`src/idbw_pkg.sv`:
```
// Shared types and constants for the display byte writer
package idbw_pkg;

	// Input word: bus tick or byte request
	typedef struct packed {
		logic [1:0] command;
		logic [7:0] payload;
	} in_word_t;

	// Output word: pin levels and status after the input word
	typedef struct packed {
		logic scl_level;
		logic sda_level;
		logic busy_res;
		logic accepted;
	} out_word_t;

	// Sequencer request: one input word entering the state update
	typedef struct packed {
		logic     fire;
		in_word_t word;
	} seq_req_t;

	// Command codes
	localparam logic [1:0] CMD_TICK      = 2'd0;
	localparam logic [1:0] CMD_SEND_CMD  = 2'd1;
	localparam logic [1:0] CMD_SEND_DATA = 2'd2;

	// Control bytes following the address
	localparam logic [7:0] CTRL_CMD  = 8'h00;
	localparam logic [7:0] CTRL_DATA = 8'h40;

	// Address register reset value (7-bit address 0x3C plus write bit)
	localparam logic [7:0] ADDR_RESET = 8'h78;

	// Bit counter value of the ninth (acknowledge) clock
	localparam logic [3:0] BIT_ACK = 4'd8;

	// Last phase of a bit slot, last step of start/stop
	localparam logic [1:0] PH_BIT_LAST  = 2'd2;
	localparam logic [1:0] PH_EDGE_LAST = 2'd3;

	// Phase codes within start, stop and bit slots
	localparam logic [1:0] PH_0 = 2'd0;
	localparam logic [1:0] PH_1 = 2'd1;
	localparam logic [1:0] PH_2 = 2'd2;

	// Bus sequence segments
	typedef enum logic [5:0] {
		SEG_IDLE  = 6'b000001,
		SEG_START = 6'b000010,
		SEG_ADDR  = 6'b000100,
		SEG_CTRL  = 6'b001000,
		SEG_DATA  = 6'b010000,
		SEG_STOP  = 6'b100000
	} seg_t;

endpackage

```
`src/idbw_seq.sv`:
```
// Bus sequencer: segment, phase and bit counters plus pin levels, one step per tick
module idbw_seq (
	input  logic                  clk,
	input  logic                  arst_n,
	input  idbw_pkg::seq_req_t    req,
	input  logic [7:0]            addr_byte,
	output idbw_pkg::out_word_t   result
);

	idbw_pkg::seg_t seg_q, seg_d;
	logic [1:0]     ph_q, ph_d;
	logic [3:0]     bit_q, bit_d;
	logic [7:0]     held_q, held_d;
	logic           data_q, data_d;
	logic           scl_q, scl_d;
	logic           sda_q, sda_d;
	logic           acc;
	logic [7:0]     cur_byte;
	logic [2:0]     bit_sel;
	logic           is_req;

	// Byte on the wire in the current segment
	always_comb begin
		unique case (seg_q)
			idbw_pkg::SEG_ADDR: cur_byte = addr_byte;
			idbw_pkg::SEG_CTRL: cur_byte = data_q ? idbw_pkg::CTRL_DATA : idbw_pkg::CTRL_CMD;
			default:            cur_byte = held_q;
		endcase
	end

	// MSB first
	assign bit_sel = ~bit_q[2:0];
	assign is_req  = (req.word.command == idbw_pkg::CMD_SEND_CMD) ||
	                 (req.word.command == idbw_pkg::CMD_SEND_DATA);

	// Next state for the word at the sequencer input
	always_comb begin
		seg_d  = seg_q;
		ph_d   = ph_q;
		bit_d  = bit_q;
		held_d = held_q;
		data_d = data_q;
		scl_d  = scl_q;
		sda_d  = sda_q;
		acc    = 1'b0;
		if (seg_q == idbw_pkg::SEG_IDLE) begin
			// latch a request; pins stay until the first tick
			if (is_req) begin
				held_d = req.word.payload;
				data_d = (req.word.command == idbw_pkg::CMD_SEND_DATA);
				seg_d  = idbw_pkg::SEG_START;
				ph_d   = idbw_pkg::PH_0;
				bit_d  = '0;
				acc    = 1'b1;
			end
		end else if (req.word.command == idbw_pkg::CMD_TICK) begin
			unique case (seg_q) inside
				idbw_pkg::SEG_START: begin
					case (ph_q)
						idbw_pkg::PH_0: sda_d = 1'b1;
						idbw_pkg::PH_1: scl_d = 1'b1;
						idbw_pkg::PH_2: sda_d = 1'b0;
						default:        scl_d = 1'b0;
					endcase
					if (ph_q == idbw_pkg::PH_EDGE_LAST) begin
						seg_d = idbw_pkg::SEG_ADDR;
						ph_d  = idbw_pkg::PH_0;
						bit_d = '0;
					end else begin
						ph_d = ph_q + 2'd1;
					end
				end
				idbw_pkg::SEG_ADDR, idbw_pkg::SEG_CTRL, idbw_pkg::SEG_DATA: begin
					// set SDA, raise SCL, lower SCL; SDA released on the ack clock
					case (ph_q)
						idbw_pkg::PH_0: sda_d = (bit_q == idbw_pkg::BIT_ACK) ? 1'b1
						                                                   : cur_byte[bit_sel];
						idbw_pkg::PH_1: scl_d = 1'b1;
						default:        scl_d = 1'b0;
					endcase
					if (ph_q == idbw_pkg::PH_BIT_LAST) begin
						ph_d = idbw_pkg::PH_0;
						if (bit_q == idbw_pkg::BIT_ACK) begin
							bit_d = '0;
							case (seg_q)
								idbw_pkg::SEG_ADDR: seg_d = idbw_pkg::SEG_CTRL;
								idbw_pkg::SEG_CTRL: seg_d = idbw_pkg::SEG_DATA;
								default:            seg_d = idbw_pkg::SEG_STOP;
							endcase
						end else begin
							bit_d = bit_q + 4'd1;
						end
					end else begin
						ph_d = ph_q + 2'd1;
					end
				end
				idbw_pkg::SEG_STOP: begin
					case (ph_q)
						idbw_pkg::PH_0: scl_d = 1'b0;
						idbw_pkg::PH_1: sda_d = 1'b0;
						idbw_pkg::PH_2: scl_d = 1'b1;
						default:        sda_d = 1'b1;
					endcase
					if (ph_q == idbw_pkg::PH_EDGE_LAST) begin
						seg_d = idbw_pkg::SEG_IDLE;
						ph_d  = idbw_pkg::PH_0;
					end else begin
						ph_d = ph_q + 2'd1;
					end
				end
				default: seg_d = idbw_pkg::SEG_IDLE;
			endcase
		end
	end

	// State update, only when a word passes
	always_ff @(posedge clk or negedge arst_n) begin
		if (!arst_n) begin
			seg_q  <= idbw_pkg::SEG_IDLE;
			ph_q   <= idbw_pkg::PH_0;
			bit_q  <= '0;
			held_q <= '0;
			data_q <= 1'b0;
			scl_q  <= 1'b1;
			sda_q  <= 1'b1;
		end else if (req.fire) begin
			seg_q  <= seg_d;
			ph_q   <= ph_d;
			bit_q  <= bit_d;
			held_q <= held_d;
			data_q <= data_d;
			scl_q  <= scl_d;
			sda_q  <= sda_d;
		end
	end

	// Result reflects the state after this word
	assign result.scl_level = scl_d;
	assign result.sda_level = sda_d;
	assign result.busy_res  = (seg_d != idbw_pkg::SEG_IDLE);
	assign result.accepted  = acc;

endmodule

```
`src/i2c_display_byte_writer.sv`:
```
// Top level of the display byte writer: input register, sequencer, output register
//
//  channel | handshake               | word
//  --------+-------------------------+---------------------------------
//  in      | in_valid / in_stall     | in_word  (command, payload)
//  out     | out_valid / out_stall   | out_word (scl, sda, busy, accepted)
//  cfg     | cfg_we                  | cfg_data (address byte)
//
// One word per cycle sustained while out_stall is low; an accepted word passes
// the input register, then the sequencer update into the output register, and
// then shows at out.
// arst_n clears both stage valids, the sequencer to idle with both lines high,
// and the address register to 0x78.
// While out_stall holds a full output register, the input register holds and
// in_stall rises once it is also full.
module i2c_display_byte_writer (
	input  logic                clk,
	input  logic                arst_n,
	input  logic                in_valid,
	output logic                in_stall,
	input  idbw_pkg::in_word_t  in_word,
	output logic                out_valid,
	input  logic                out_stall,
	output idbw_pkg::out_word_t out_word,
	input  logic                cfg_we,
	input  logic [7:0]          cfg_data
);

	logic                valid_s1;
	idbw_pkg::in_word_t  word_s1;
	logic                valid_s2;
	idbw_pkg::out_word_t word_s2;
	logic [7:0]          addr_q;
	logic                advance;
	idbw_pkg::seq_req_t  req;
	idbw_pkg::out_word_t seq_result;

	// Address register
	always_ff @(posedge clk or negedge arst_n) begin
		if (!arst_n) begin
			addr_q <= idbw_pkg::ADDR_RESET;
		end else if (cfg_we) begin
			addr_q <= cfg_data;
		end
	end

	// Stage 1 moves on when the output register is empty or being drained
	assign advance  = !valid_s2 || !out_stall;
	assign in_stall = valid_s1 && !advance;

	// Input register
	always_ff @(posedge clk or negedge arst_n) begin
		if (!arst_n) begin
			valid_s1 <= 1'b0;
		end else if (!in_stall) begin
			valid_s1 <= in_valid;
		end
	end

	always_ff @(posedge clk) begin
		if (!in_stall && in_valid) begin
			word_s1 <= in_word;
		end
	end

	// Sequencer
	assign req.fire = valid_s1 && advance;
	assign req.word = word_s1;

	idbw_seq u_seq (
		.clk       (clk),
		.arst_n    (arst_n),
		.req       (req),
		.addr_byte (addr_q),
		.result    (seq_result)
	);

	// Output register
	always_ff @(posedge clk or negedge arst_n) begin
		if (!arst_n) begin
			valid_s2 <= 1'b0;
		end else if (advance) begin
			valid_s2 <= valid_s1;
		end
	end

	always_ff @(posedge clk) begin
		if (req.fire) begin
			word_s2 <= seq_result;
		end
	end

	assign out_valid = valid_s2;
	assign out_word  = word_s2;

endmodule

```
`config.mk`:
```
export PLATFORM = sky130hd
export DESIGN_NAME = i2c_display_byte_writer
export DESIGN_NICKNAME = d
export VERILOG_FILES = /design/src/idbw_pkg.sv /design/src/idbw_seq.sv /design/src/i2c_display_byte_writer.sv
export SDC_FILE = /design/constraint.sdc
export NUM_CORES = 1
export LEC_CHECK = 0
export ABC_AREA = 1
export BUFFER_PORTS_ARGS = -buffer_cell sky130_fd_sc_hd__buf_4
export CORE_MARGIN = 8
export CORE_UTILIZATION = 60
export CTS_CLUSTER_SIZE = 14
export DETAILED_ROUTE_END_ITERATION = 8
export GPL_ROUTABILITY_DRIVEN = 0
export MAX_ROUTING_LAYER = met4
export PLACE_DENSITY = 0.81
export SYNTH_ARGS = -nofsm -noshare
export SYNTH_HDL_FRONTEND = slang
export SYNTH_SLANG_ARGS = --single-unit
```
`constraint.sdc`:
```
create_clock -name clk -period 5.55 [get_ports clk]
set_input_delay 1.11 -clock clk [delete_from_list [all_inputs] [get_ports clk]]
set_output_delay 1.11 -clock clk [all_outputs]
set_load 0.02 [all_outputs]
```
Yosys cells after proc, flatten, opt, wreduce, memory -nomap -nowiden
Index checks and enable logic that the tools add are counted.
- register bits: 47
- bits in latches: 0
- RAM bits: 0
- ROM bits: 0
- bits of input ports: 23
- output and inout bits: 6
- word-level logic and storage cells: 96
- memories: 0
- $add $sub $neg: 2
- multipliers: 0
- divide/modulo/power cells: 0
- magnitude comparators: 1
- equal/unequal tests: 16
- shift-type cells: 0
- multiplexer cells: 40
- bitwise operators: 1
- reductions and logical operators: 20
- operator list (operator ; number):
    2-to-1 mux 6 bit ; 7
    2-to-1 mux 4 bit ; 6
    one-hot mux 6 bit (3 select lines) ; 1
    one-hot mux 8 bit (2 select lines) ; 1
    one-hot mux 6 bit (2 select lines) ; 1
    2-to-1 mux 2 bit ; 5
    one-hot mux 1 bit (2 select lines) ; 5
    2-to-1 mux 1 bit ; 8
    one-hot mux 4 bit (2 select lines) ; 1
    2-to-1 mux 7 bit ; 1
    equality test 2 bit (second input constant) ; 3
    equality test 6 x 1 -> 1 bit (second input constant) ; 1
    equality test 6 x 2 -> 1 bit (second input constant) ; 1
    equality test 6 x 3 -> 1 bit (second input constant) ; 1
    equality test 6 x 4 -> 1 bit (second input constant) ; 1
    equality test 6 x 5 -> 1 bit (second input constant) ; 1
    equality test 6 bit (second input constant) ; 1
    inequality test 6 x 1 -> 1 bit (second input constant) ; 1
    one-hot mux 1 bit (3 select lines) ; 2
    AND reduction 6 bit ; 1
    nonzero test 3 bit ; 2
    adder 4 x 1 -> 4 bit (second input constant) ; 1
    equality test 2 x 1 -> 1 bit (second input constant) ; 2
    equality test 4 bit (second input constant) ; 1
    17 further kinds ; 25

Longest topological paths before layout
Gate-level depths: netlist (run 1).
- word-level depth: 9
- gate-level depth with buffers: 16
- mapped depth without buffers: 15

Cells and area by module
Synthesis (run 1) repeated with hierarchy kept, for this count alone.
- cell total of the unflattened synthesis: 280
- area, all modules: 2633.8 sq um
- modules (own cells, without submodules) (module ; times used ; cells an instance ; area an instance (sq um) ; seq. area each (sq um)):
    idbw_seq ; 1 ; 221 ; 1806.7 ; 579.3
    i2c_display_byte_writer ; 1 ; 59 ; 827.0 ; 675.6

Least setup slack after synthesis (run 1)
OpenSTA, ideal clock, no wires.
- kind: input to output
- start point: input out_stall
- end point: output in_stall
- data arrival time: 1.500 ns
- data required time: 4.440 ns
- slack: 2.940 ns
- stages on the path: 2
- cell sequence: nand2_1 -> nor2_1
- longest elaborated chain between the ends: 4
- RTL lines (element ; line ; RTL):
    start, declared ; i2c_display_byte_writer.sv:23 ; input logic out_stall,
    zero test 1 bit ; i2c_display_byte_writer.sv:48 ; assign advance = !valid_s2 || !out_stall;
    logical OR 1 bit ; i2c_display_byte_writer.sv:48 ;
    zero test 1 bit ; i2c_display_byte_writer.sv:49 ; assign in_stall = valid_s1 && !advance;
    logical AND 1 bit ; i2c_display_byte_writer.sv:49 ;
    end, declared ; i2c_display_byte_writer.sv:20 ; output logic in_stall,
Every way passes these cells.

Worst setup path in the final report (run 1)
Same ends and word-level chain as after synthesis.

==> reports/qor.txt, run 1 <==
Lkg Pwr: 1.37 nW
I/O pin cnt: 29
Clock Tree Buf Depth: 2
via count: 1997
core area: 4260 um^2
Worst Slack Setup Final: 2.89 ns
sequential area share after synthesis: 48.2%
R2R cell count: 9
pwr dens: 418 nW/um^2
final worst clock skew: 0.00413 ns
minimum clock period: 2.66 ns
Clock power frac: 17.3%
prevailing post-synth register cell: dfrtp_1
Worst EP required: 4.44 ns
Post-DRT Antenna Nets: 0
post-synth top area share: 25.0%
fmax: 376 MHz
Total Routed Length: 5.15 mm
TritonCTS Buffers: 5
VDD IR max: 0.000217 V
share of layout cells above drive strength 1: 24.2%
Setup violations, final: 0
CTS tree: yes
Die Area: 6700 um^2
nets: 341
Mapped Area: 2600 um^2
post-synthesis cell type count: 41
Setup Buffers After CTS: 0
Seq pwr share: 43.7%
DRC errors left: 0
setup TNS: 0 ns
vias in the first global route: 1987
CP startpoint: out_stall
clock sink count: 47
Yosys top cell by area: dfrtp_1
Root Buffer: clkbuf_8
Post-Synthesis Cells: 278
Worst Setup End Kind: output port
first-pass GRT wire length: 8.87 mm
Die Ht: 81.8 um
R2R setup slack: 3.33 ns
Synth-to-Final Area Change: 12.7%
Hold Path Class: register to register
input/output buffers: 28
CP Launch Type: input pin
post-cts hold buffer count: 0
Final Hold Fails: 0
commonest non-fill, non-tap cell in the layout: nand2_1
Comb pwr share: 39.0%
R2R Path Start: u_seq.seg_q[0]$_DFFE_PN1P_
syn_area_per_cell: 9.36 um^2
Reg clk slew, reported paths: 0.09 ns
Die Wd: 81.8 um
GRT Total Usage: 17.5%
htree depth: 2
status: finished, final reports clean
CP Max Fanout: 3
RSZ-0062 raised after global routing: false
Max Cap Viol: 0
post-route design area: 2930 um^2
Vias/cell: 5.52
crit path DAT: 1.55 ns
largest net degree at the start of global routing: 34
Tightest Pin Transition: 0.433 ns
CTS resizes: 0
initial core utilization: 61.0%
Diodes inserted: 0
internal power: 0.727 mW
hold path cells: 1
first drt pass iteration count: 5
Detail Placement HPWL: 3.87 mm
worst reg2reg endpoint: out_word[1]$_DFFE_PP_
kind of critical path: input pin to output port
row count: 24
pre-CTS setup slack: 2.89 ns
Worst-Skew Late Latency: 0.31 ns
Yosys reg bits: 47
Worst slew margin: 71.1%
FFs w/ async S/R, synth: 70.2%
Synthesized Nets: 310
Synthesis Warnings: 0
number of synthesized flops with an enable pin: 14
Wirelength per Cell: 14.2 um
final period utilization: 48.0%
initial antenna violation count: 0
commonest non-fill, non-tap cells in the layout: nand2_1, inv_1, buf_4
Max Slew Vio Count: 0
Overflow after GRT: 0
DRT iter0 DRCs: 196
Worst Setup EP: in_stall
Psw: 0.497 mW
Net Sw Frac: 40.6%
synth top area cells: dfrtp_1, edfxtp_1, nand2_1
Cell Area, Placed: 2840 um^2
[worst max-delay path: stages]
cell and delay, ns:
buf_4 0.08, nand2_1 0.07, nor2_1 0.13, buf_4 0.16
[final cells by class]
| type | instances | area (um^2) |
|---|---|---|
| fillers | 339 | 1330 |
| flip-flops and latches | 47 | 1250 |
| multi-input cells | 187 | 1150 |
| repair buffers | 29 | 218 |
| inverters | 39 | 146 |
| clock buffers | 5 | 68.8 |
| well taps | 52 | 65.1 |
| clock inverters | 3 | 25.0 |
[state kept, by name (all words and copies together), names as in the netlist, 2 cells and up]
| name | count |
|---|---|
| req | 10 |
| addr_q | 8 |
| u_seq.held_q | 8 |
| u_seq.seg_q | 6 |
| out_word | 4 |
| u_seq.bit_q | 4 |
| u_seq.ph_q | 2 |
[cell families after synthesis]
| group | after synthesis | share of synthesized area (%) |
|---|---|---|
| simple gates | 116 | 22.9 |
| compound gates | 48 | 11.2 |
| flops | 47 | 48.2 |
| buf+inv | 44 | 7.36 |
| mux | 13 | 5.63 |
| fa+ha+maj | 9 | 4.33 |
| xor+xnor | 1 | 0.337 |
[power groups by stage]
stage | clock network (mW) | logic, mW | registers (mW)
3_3_place_gp | 0 | 0.462 | 0.534
6_report | 0.212 | 0.478 | 0.535
3_5_place_dp | 0 | 0.476 | 0.541
4_1_cts | 0.216 | 0.479 | 0.534
2_1_floorplan | 0 | 0.382 | 0.528
5_1_grt | 0.233 | 0.542 | 0.548
[how the worst min path moves through the flow]
stage / start / endpoint / slack (ns)
floorplan: req[0]$_DFFE_PP_ / u_seq.held_q[0]$_DFFE_PN0P_ / 0.43
global placement: req[3]$_DFFE_PP_ / u_seq.held_q[3]$_DFFE_PN0P_ / 0.44
detailed placement: req[6]$_DFFE_PP_ / u_seq.held_q[6]$_DFFE_PN0P_ / 0.45
CTS: req[6]$_DFFE_PP_ / u_seq.held_q[6]$_DFFE_PN0P_ / 0.47
global route: req[3]$_DFFE_PP_ / u_seq.held_q[3]$_DFFE_PN0P_ / 0.48
finish: req[6]$_DFFE_PP_ / u_seq.held_q[6]$_DFFE_PN0P_ / 0.46
[per-layer routing]
layer	vias to the layer above	routed length, um	GRT usage, %
li1	1002	-	-
met1	931	2250	20.2
met2	58	2590	29.2
met3	6	265	4.05
met4	0	48	6.32
met5	-	0	-
[Yosys cell counts, types with 2 or more instances]
cell      instances
nand2_1          51
inv_1            34
dfrtp_1          26
nor2_1           17
nand3_1          16
edfxtp_1         14
o21ai_0          11
a21oi_1          10
o21ai_1          10
ha_1              9
mux2_1            9
nand4_1           8
dfstp_2           7
nor2_2            7
a31oi_1           4
mux2_2            4
nor2_4            4
o31ai_1           4
buf_6             3
inv_2             3
nand4_2           3
clkinv_1          2
nand2_2           2
nand3_2           2
o211ai_1          2
[through the flow]
stage / utilization, % / hold slack [ns] / total power, mW / cells
after floorplan: - / 0.432 / 0.910 / 278
after global placement: 66.6 / 0.435 / 0.996 / 354
after detailed placement: 66.6 / 0.450 / 1.02 / 354
after CTS: 68.8 / 0.472 / 1.23 / 362
after global routing: 68.8 / 0.483 / 1.32 / 362
final: 68.8 / 0.464 / 1.22 / 362
Power figures use the tool's default switching activity.
==> inputs of run 2 (changes only) <==
--- a/config.mk
+++ b/config.mk
@@ -8,12 +8,12 @@
 export ABC_AREA = 1
 export BUFFER_PORTS_ARGS = -buffer_cell sky130_fd_sc_hd__buf_4
 export CORE_MARGIN = 8
-export CORE_UTILIZATION = 60
+export CORE_UTILIZATION = 58
 export CTS_CLUSTER_SIZE = 14
 export DETAILED_ROUTE_END_ITERATION = 8
 export GPL_ROUTABILITY_DRIVEN = 0
 export MAX_ROUTING_LAYER = met4
-export PLACE_DENSITY = 0.81
+export PLACE_DENSITY = 0.79
 export SYNTH_ARGS = -nofsm -noshare
 export SYNTH_HDL_FRONTEND = slang
 export SYNTH_SLANG_ARGS = --single-unit
==> constraint.sdc (replaced) <==
create_clock -name clk -period 2.45 [get_ports clk]
set_input_delay 0.49 -clock clk [delete_from_list [all_inputs] [get_ports clk]]
set_output_delay 0.49 -clock clk [all_outputs]
set_load 0.02 [all_outputs]
==> run 2 against run 1 <==
  * Flip-flop and latch count is the same
  * Cell count is the same
  * Die area grew 2.8%
  * Critical endpoint is now out_word[1]$_DFFE_PP_
  * Combinational power grew 130%
  * Largest power group unchanged
  * First-iteration DRC count shrank 22%
  * Largest cell class unchanged
==> reports/qor.txt, run 2 (synthesized netlist as in run 1, its figures left out) <==
Cell Area, Placed: 2840 um^2 (unchanged)
post-cts hold buffer count: 0 (unchanged)
Worst Slack Setup Final: 0.335 ns (was 2.89 ns)
setup TNS: 0 ns (unchanged)
layout filler cell count: 352 (was 339)
hold_ws: 0.125 ns (was 0.464 ns)
GRT Total Usage: 15.0% (was 17.5%)
first drt pass iteration count: 4 (was 5)
Overflow after GRT: 0 (unchanged)
Total Routed Length: 4.98 mm (was 5.15 mm)
commonest non-fill, non-tap cell in the layout: nand2_1 (unchanged)
Root Buffer: clkbuf_8 (unchanged)
CP Max Fanout: 15 (was 3)
Diodes inserted: 0 (unchanged)
Die Ht: 83.0 um (was 81.8 um)
Seq pwr share: 44.1% (was 43.7%)
Hold Path Class: input pin to asynchronous set/reset pin (was register to register)
status: finished, final reports clean (unchanged)
CP Launch Type: register (was input pin)
minimum clock period: 2.11 ns
Psw: 1.08 mW (was 0.497 mW)
post-route design area: 2920 um^2 (was 2930 um^2)
Tightest Pin Transition: 0.421 ns (was 0.433 ns)
kind of critical path: register to register (was input pin to output port)
htree depth: 2 (unchanged)
fmax: 473 MHz
commonest non-fill, non-tap cells in the layout: nand2_1, inv_1, buf_4 (unchanged)
Clock Tree Buf Depth: 2 (unchanged)
Worst EP required: 2.48 ns (was 4.44 ns)
Synth-to-Final Area Change: 12.3% (was 12.7%)
CTS resizes: 0 (unchanged)
Setup Buffers After CTS: 0 (unchanged)
Net Sw Frac: 39.5% (was 40.6%)
register area: 1250 um^2 (unchanged)
multi-input logic area: 1150 um^2 (unchanged)
core area: 4320 um^2 (was 4260 um^2)
Worst-Skew Late Latency: 0.30 ns (was 0.31 ns)
number of flip-flops in the largest register: 10 (unchanged)
largest net degree at the start of global routing: 34 (unchanged)
Max Slew Vio Count: 0 (unchanged)
initial core utilization: 60.2% (was 61.0%)
Wirelength per Cell: 13.8 um (was 14.2 um)
first-pass GRT wire length: 8.48 mm (was 8.87 mm)
Worst Setup End Kind: register (was output port)
Max Cap Viol: 0 (unchanged)
DRC errors left: 0 (unchanged)
row count: 24 (unchanged)
nets: 341 (unchanged)
Comb pwr share: 39.4% (was 39.0%)
internal power: 1.65 mW (was 0.727 mW)
via count: 2007 (was 1997)
pwr dens: 933 nW/um^2 (was 418 nW/um^2)
Lkg Pwr: 1.37 nW (about the same)
pre-CTS setup slack: 0.351 ns (was 2.89 ns)
Worst slew margin: 71.9% (was 71.1%)
Post-DRT Antenna Nets: 0 (unchanged)
Die Area: 6880 um^2 (was 6700 um^2)
initial antenna violation count: 0 (unchanged)
CTS tree: yes (unchanged)
input/output buffers: 28 (unchanged)
clock sink count: 47 (unchanged)
DRT iter0 DRCs: 153 (was 196)
final period utilization: 86.3%
Detail Placement HPWL: 3.84 mm (was 3.87 mm)
crit path DAT: 2.15 ns (was 1.55 ns)
VDD IR max: 0.000424 V (was 0.000217 V)
I/O pin cnt: 29 (unchanged)
final worst clock skew: 0.00501 ns (was 0.00413 ns)
Clock power frac: 16.4% (was 17.3%)
Reg clk slew, reported paths: 0.08 ns (was 0.09 ns)
Die Wd: 83.0 um (was 81.8 um)
Final Hold Fails: 0 (unchanged)
Setup violations, final: 0 (unchanged)
TritonCTS Buffers: 5 (unchanged)
RSZ-0062 raised after global routing: false (unchanged)
Vias/cell: 5.54 (was 5.52)
vias in the first global route: 1924 (was 1987)
share of layout cells above drive strength 1: 23.5% (was 24.2%)
[run 2: worst paths after layout]
check | cells after the start | endpoint | slack, ns | start
worst max-delay path | 9 | out_word[1]$_DFFE_PP_ | 0.34 | u_seq.seg_q[0]$_DFFE_PN1P_
worst min-delay path | 1 | addr_q[2]$_DFFE_PN0P_ | 0.12 | arst_n
worst max register to register | 9 | out_word[1]$_DFFE_PP_ | 0.34 | u_seq.seg_q[0]$_DFFE_PN1P_
worst min register to register | 1 | u_seq.held_q[7]$_DFFE_PN0P_ | 0.46 | req[7]$_DFFE_PP_
max in group asynchronous | 1 | u_seq.scl_q$_DFFE_PN1P_ | 1.99 | arst_n
min in group clk | 1 | req[7]$_DFFE_PP_ | 0.36 | in_word[7]
[run 2: layer usage]
metal	GRT usage [%]	wire length (um)	vias up
met5	-	0	-
met4	6.55	112	0
met3	4.00	285	11
met2	24.5	2410	58
met1	16.8	2180	939
li1	-	-	999
[run 2: layout make-up]
type / count / share of cell area [%]
Multi-Input combinational cell: 187 / 39.5
Inverter: 39 / 5.01
Timing Repair Buffer: 29 / 7.45
Tap cell: 52 / 2.23
Sequential cell: 47 / 43.0
Clock inverter: 1 / 0.214
Clock buffer: 7 / 2.61
[run 2: worst max-delay path, stage by stage (launching register included)]
cell     delay (ns)
dfstp_2        0.60
nor2_4         0.09
nand3_4        0.19
nand3_2        0.26
nor2_2         0.23
nor2_4         0.08
nand2_1        0.06
o21ai_1        0.07
nor3_1         0.17
nand4_1        0.10
[run 2: power by group through the flow]
| stage | clock network, mW | logic (mW) | registers (mW) |
|---|---|---|---|
| final | 0.448 | 1.08 | 1.20 |
| after global routing | 0.483 | 1.22 | 1.23 |
| after CTS | 0.467 | 1.08 | 1.20 |
| after detailed placement | 0 | 1.07 | 1.22 |
| after global placement | 0 | 1.04 | 1.21 |
| after floorplan | 0 | 0.864 | 1.20 |
[run 2: metrics by stage]
stage | utilization, % | std cells | power [mW]
2_1_floorplan | - | 278 | 2.06
3_3_place_gp | 65.7 | 354 | 2.25
3_5_place_dp | 65.7 | 354 | 2.29
4_1_cts | 67.6 | 362 | 2.75
5_1_grt | 67.6 | 362 | 2.93
6_report | 67.6 | 362 | 2.73
